$ cat src/hw/rtl/pods_ram.sv
`default_nettype none
module pods_ram #(
    parameter int unsigned WIDTH = 8,
    parameter int unsigned DEPTH = 16,
    localparam int unsigned AW = (DEPTH > 1) ? $clog2(DEPTH) : 1
) (
    input  wire logic             i_clk,
    input  wire logic             i_we,
    input  wire logic [AW-1:0]    i_waddr,
    input  wire logic [WIDTH-1:0] i_wdata,
    input  wire logic [AW-1:0]    i_raddr,
    output logic      [WIDTH-1:0] o_rdata
);
    logic [WIDTH-1:0] r_mem [DEPTH];

    always_ff @(posedge i_clk) begin
        if (i_we) begin
            r_mem[i_waddr] <= i_wdata;
        end
        o_rdata <= r_mem[i_raddr];
    end
endmodule
`default_nettype wire

$ cat config.mk
export PLATFORM = sky130hd
export DESIGN_NAME = pods_ram
export DESIGN_NICKNAME = d
export VERILOG_FILES = /design/src/hw/rtl/pods_ram.sv
export SDC_FILE = /design/constraint.sdc
export NUM_CORES = 1
export LEC_CHECK = 0
export BUFFER_PORTS_ARGS = -buffer_cell sky130_fd_sc_hd__buf_4
export CORE_UTILIZATION = 60
export DETAILED_ROUTE_END_ITERATION = 6
export GPL_ROUTABILITY_DRIVEN = 1
export GPL_TIMING_DRIVEN = 0
export HOLD_SLACK_MARGIN = 0.08
export PLACE_DENSITY = 0.74
export RECOVER_POWER = 100
export SYNTH_ARGS = -nofsm -noshare
export SYNTH_HDL_FRONTEND = slang
export SYNTH_SLANG_ARGS = --single-unit
$ cat constraint.sdc
create_clock -name i_clk -period 4.2 [get_ports i_clk]
set_clock_uncertainty 0.15 [all_clocks]
set_input_delay 0.84 -clock i_clk [delete_from_list [all_inputs] [get_ports i_clk]]
set_output_delay 0.84 -clock i_clk [all_outputs]
set_load 0.01 [all_outputs]
==> metrics, run 1 <==
Clock Latency Late Sink=roughly 510 ps; met1 Track Usage GR=~36%; largest family of logic cells by synthesized area=multiplexers; H-tree levels=4; # rows=33; root buffer cell=clkbuf_8; Routed Antenna Nets=0; ant diodes=0; Crit Path Category=input port to register; core area=about 8300 um2; post-synthesis compound-gate area fraction=between 2 and 2.5%; PostCTS Resize Cnt=0; DR vias/cell=~6.4; DR DRC count=0; critical path data required time=around 4200 ps; setup repair bufs after CTS=0; share of layout cells above drive strength 1=around 22%; GPL Wtd Cong=around 0.7; CTS tree=yes; total CTS buffers=17; most common cell after layout, fill and taps aside=edfxtp_1; #FFs+latches synth=roughly 140; peak supply drop=approximately 390 uV; final hold vios=0; Final Max Tran Viols=0; CP arrival=~2500 ps; Ys Warns=0; RSZ-0062 raised after global routing=no; most frequent cells in the layout=edfxtp_1 (128), clkbuf_1 (21), mux4_2 (18), a22oi_1 (16), clkbuf_16 (16); gr busiest metal=met2; GR Layer Usage met2=36.6%; Die X=between 90 and 100 um; Syn-to-layout area delta=17.0%; CP Capture Type=register; Worst setup SP type=input port; total global-route track usage=24.6%; Post-Syn Nets=roughly 250; Final setup viols=0; Crit Path Max Fanout=8; Final Cycle Share=between 60% and 70%; total power=roughly 3.2 mW; post-synthesis instance area=roughly 5100 um2; Pwr Density=approximately 540 nW/um2; total grt overflow=0; adder-cell share of the synthesized area=0%; max cap viols=0; port bufs=24; leakage power=approximately 2 nW; CTS Buffer Depth=2; vias=roughly 2500; Yosys cell types=19; synthesized area per cell=between 20 and 25 um2; number of global-route vias before repair=~2400; wire per inst=about 25 um; sequential fraction of the synthesis area=77.8%; Max Clock Freq=391 MHz; met3 usage=roughly 5.2%; Routed WL=about 9900 um; initial core utilization=between 60% and 70%; total die area=just under 9000 um2; hold buffer count at cts=0; Vert. Die Dim=around 95 um; largest net degree at the start of global routing=17; hold crit path type=register to register; fin nets=290; Final Critical Period=~2600 ps; Clock transition at path regs=60 ps; R2R Setup Slk=about 2700 ps; status=finished, final reports clean; Cells after Synth=approximately 230; setup_tns=0 ps; slew at the pin with the worst max-slew slack=around 1300 ps; Largest stage delay, worst path=around 1000 ps; fraction of the mapped netlist area in simple logic gates=3.18%; worst path cell trace=clkbuf_1, or3b_2, nor3_1; 1st-iter DRT viols=284; post-DP HPWL=6140 um; drt first pass iters=4; first-pass GRT wire length=approximately 14000 um; io pins=26; Slew headroom=approximately an eighth; slowest cell on the critical path=nor3_1; XOR/XNOR share of the synthesized area=0%; clock sink count=136; filler cell count=~500; post-synthesis mux area share=between 15 and 20%; initial antenna violation count=0
-- through the flow --
stage          hold WS (ps)  util, %  instance area [um2]  setup slack, ps  cells
5_1_grt                 556     72.9                 6020             1450    390
3_3_place_gp            506     66.1                 5460             1160    358
6_report                550     72.9                 6020             1640    390
3_5_place_dp            544     66.1                 5460             1140    358
2_1_floorplan           479        -                 5150             1720    229
4_1_cts                 493     73.9                 6100             1670    390
-- routing by layer --
| layer | share of wire [%] | wire length, um |
|---|---|---|
| met1 | 43 | 4290 |
| met2 | 48 | 4730 |
| met3 | 6.7 | 659 |
| met4 | 1.9 | 189 |
| met5 | 0 | 0 |
-- final cells by class --
| class | count | area, um2 | area share [%] |
|---|---|---|---|
| buffer | 10 | 67.6 | 1.12 |
| clock inverter | 12 | 199 | 3.30 |
| tap | 105 | 131 | 2.18 |
| sequential | 136 | 4000 | 66.5 |
| multi-input combinational | 83 | 1060 | 17.6 |
| clock buffer | 20 | 445 | 7.40 |
| timing repair buffer | 24 | 116 | 1.93 |
-- cell families (layout without fill, tap and decap cells) --
family,count (synthesis),count (layout)
simple gates,35,35
compound gates,16,16
mux,32,32
flops,136,136
buf+inv,10,66
-- critical path: cells and delay by family --
kind | cells | cell delay [ps]
buf+inv | 1 | 140
simple gates | 2 | 1550
-- registers in the layout, indices dropped and copies added (netlist names) --
signal   count
r_mem      128
o_rdata      8
-- power by group --
part	switching, mW	internal (mW)
clock	0.525	1.05
combinational	0.0865	0.0563
sequential	0.00843	1.52
total	0.620	2.63
-- cell usage after synthesis --
master | n | share of area [%]
a22oi_1 | 16 | 2.3
and2_1 | 1 | 0.12
and2b_1 | 1 | 0.15
buf_2 | 3 | 0.29
buf_4 | 1 | 0.15
buf_6 | 3 | 0.66
clkdlybuf4s25_2 | 3 | 0.58
dfxtp_1 | 8 | 3.1
edfxtp_1 | 128 | 75
mux4_1 | 14 | 7.1
mux4_2 | 18 | 7.9
nand2_1 | 9 | 0.66
nand2b_1 | 2 | 0.24
nand3_1 | 1 | 0.097
nand3b_1 | 2 | 0.29
nor2_1 | 13 | 0.95
nor2b_1 | 1 | 0.12
nor3_1 | 4 | 0.39
or3b_2 | 1 | 0.17
-- path summary, 6_finish.rpt --
kind,from,endpoint,cells past startpoint
max,i_we,r_mem[0][1]$_DFFE_PP_,3
min,r_mem[11][4]$_DFFE_PP_,o_rdata[4]$_DFF_P_,3
max reg2reg,r_mem[15][7]$_DFFE_PP_,o_rdata[7]$_DFF_P_,3
min reg2reg,r_mem[11][4]$_DFFE_PP_,o_rdata[4]$_DFF_P_,3
(Power assumes the default switching activity.)
==> inputs of run 2 (changes only) <==
- CORE_UTILIZATION: 60 -> 54
- PLACE_DENSITY: 0.74 -> 0.7
- clock period: 4.2 -> 2.1 ns (I/O delays scaled with it)
==> metrics, run 2 (synthesis gave the netlist of run 1 again) <==
max cap viols=0; CP arrival=1770 ps; GPL Wtd Cong=between 0.6 and 0.7; share of layout cells above drive strength 1=between 20% and 30%; post-DP HPWL=5960 um; status=finished, final reports clean; critical path data required time=between 2000 and 2500 ps; total CTS buffers=17; Crit Path Max Fanout=8; Clock transition at path regs=approximately 60 ps; CTS tree=yes; total die area=around 9900 um2; wire per inst=roughly 23 um; fin area=~6000 um2; DR vias/cell=5.73; Placement Setup Slack=-550 ps; setup repair bufs after CTS=0; Worst setup SP type=input port; DR DRC count=0; total power=approximately 6.5 mW; number of global-route vias before repair=~2400; hold crit path type=input port to register; Crit Path Category=input port to register; clock sink count=roughly 140; # rows=35; final hold vios=0; Syn-to-layout area delta=18.6%; vias=~2400; CTS Buffer Depth=2; max reg flops=about 130; first-pass GRT wire length=13900 um; Routed WL=9460 um; Die X=about 100 um; H-tree levels=4; leakage power=about 2.0 nW; total global-route track usage=a little over a fifth; Final setup viols=0; total grt overflow=0; Final Max Tran Viols=0; io pins=26; fin worst setup slack=302 ps; utilization after layout=between 60% and 70%; peak supply drop=670 uV; biggest regs=r_mem (128), o_rdata (8); initial core utilization=a little under three fifths; port bufs=24; fin nets=slightly below 300; 1st-iter DRT viols=approximately 180; most common cell after layout, fill and taps aside=edfxtp_1; initial antenna violation count=0; Routed Antenna Nets=0; most frequent cells in the layout=edfxtp_1 (128), clkbuf_1 (20), mux4_2 (18), a22oi_1 (16), clkbuf_16 (16); slew at the pin with the worst max-slew slack=1320 ps; root buffer cell=clkbuf_8; Max Clock Freq=about 560 MHz; ant diodes=0; core area=approximately 9200 um2; most flop-heavy register=r_mem; Slew headroom=11.1%; RSZ-0062 raised after global routing=no; Final Critical Period=1800 ps; largest net degree at the start of global routing=17; placed cell areas=between 5000 and 6000 um2; Final Cycle Share=between 80% and 90%; Pwr Density=approximately 1100 nW/um2; CP Capture Type=register; Clock Latency Late Sink=between 500 and 600 ps; drt first pass iters=4; Vert. Die Dim=between 90 and 100 um
## run 2: worst max-delay path, cell delays in order
cell and delay [ps]:
clkbuf_1 140, nand3_1 170, nor3_1 1040
## run 2: final cells by class
cell class	instances	area [um2]
flip-flops and latches	136	4000
fillers	602	3130
multi-input cells	83	1060
clock buffers	19	432
clock inverters	13	201
well taps	129	161
repair buffers	29	159
plain buffers	10	86.3
## run 2: final timing paths
path	to	cells past startpoint	start	slack, ps
min	r_mem[0][3]$_DFFE_PP_	2	i_waddr[1]	210
min reg2reg	o_rdata[2]$_DFF_P_	3	r_mem[8][2]$_DFFE_PP_	530
max	r_mem[12][1]$_DFFE_PP_	3	i_waddr[2]	300
max reg2reg	o_rdata[0]$_DFF_P_	3	r_mem[5][0]$_DFFE_PP_	520
## run 2: stage by stage
stage | std cells | TNS (ps) | hold slack (ps)
finish | 419 | 0 | 214
global placement | 382 | -10840 | 505
floorplan | 229 | 0 | 369
detailed placement | 382 | -12410 | 516
global route | 419 | 0 | 198
CTS | 419 | 0 | 84.1
## run 2: metal layers
metal  share of wire [%]  track usage, %  up-vias  wire (um)
met5                   0               0        -          0
met1                  44            29.2     1228       4180
met3                 5.1            5.90       10        482
met4                 1.1            8.94        0        100
met2                  50            31.8       91       4700
li1                    -               -     1070          -
## run 2: what timing repair did
| item | 4_1_cts | 5_1_grt |
|---|---|---|
| resized for setup | 1 | 0 |
| endpoints found under the setup margin | 8 | 0 |
| endpoints found under the hold margin | 73 | 0 |
| hold buffers | 5 | 0 |
## run 2: power by group
group          total, mW  internal (mW)  leakage [nW]  switching [mW]
combinational      0.294          0.121         0.487           0.173
clock               3.12           2.07         0.305            1.05
sequential          3.05           3.04          1.22          0.0145
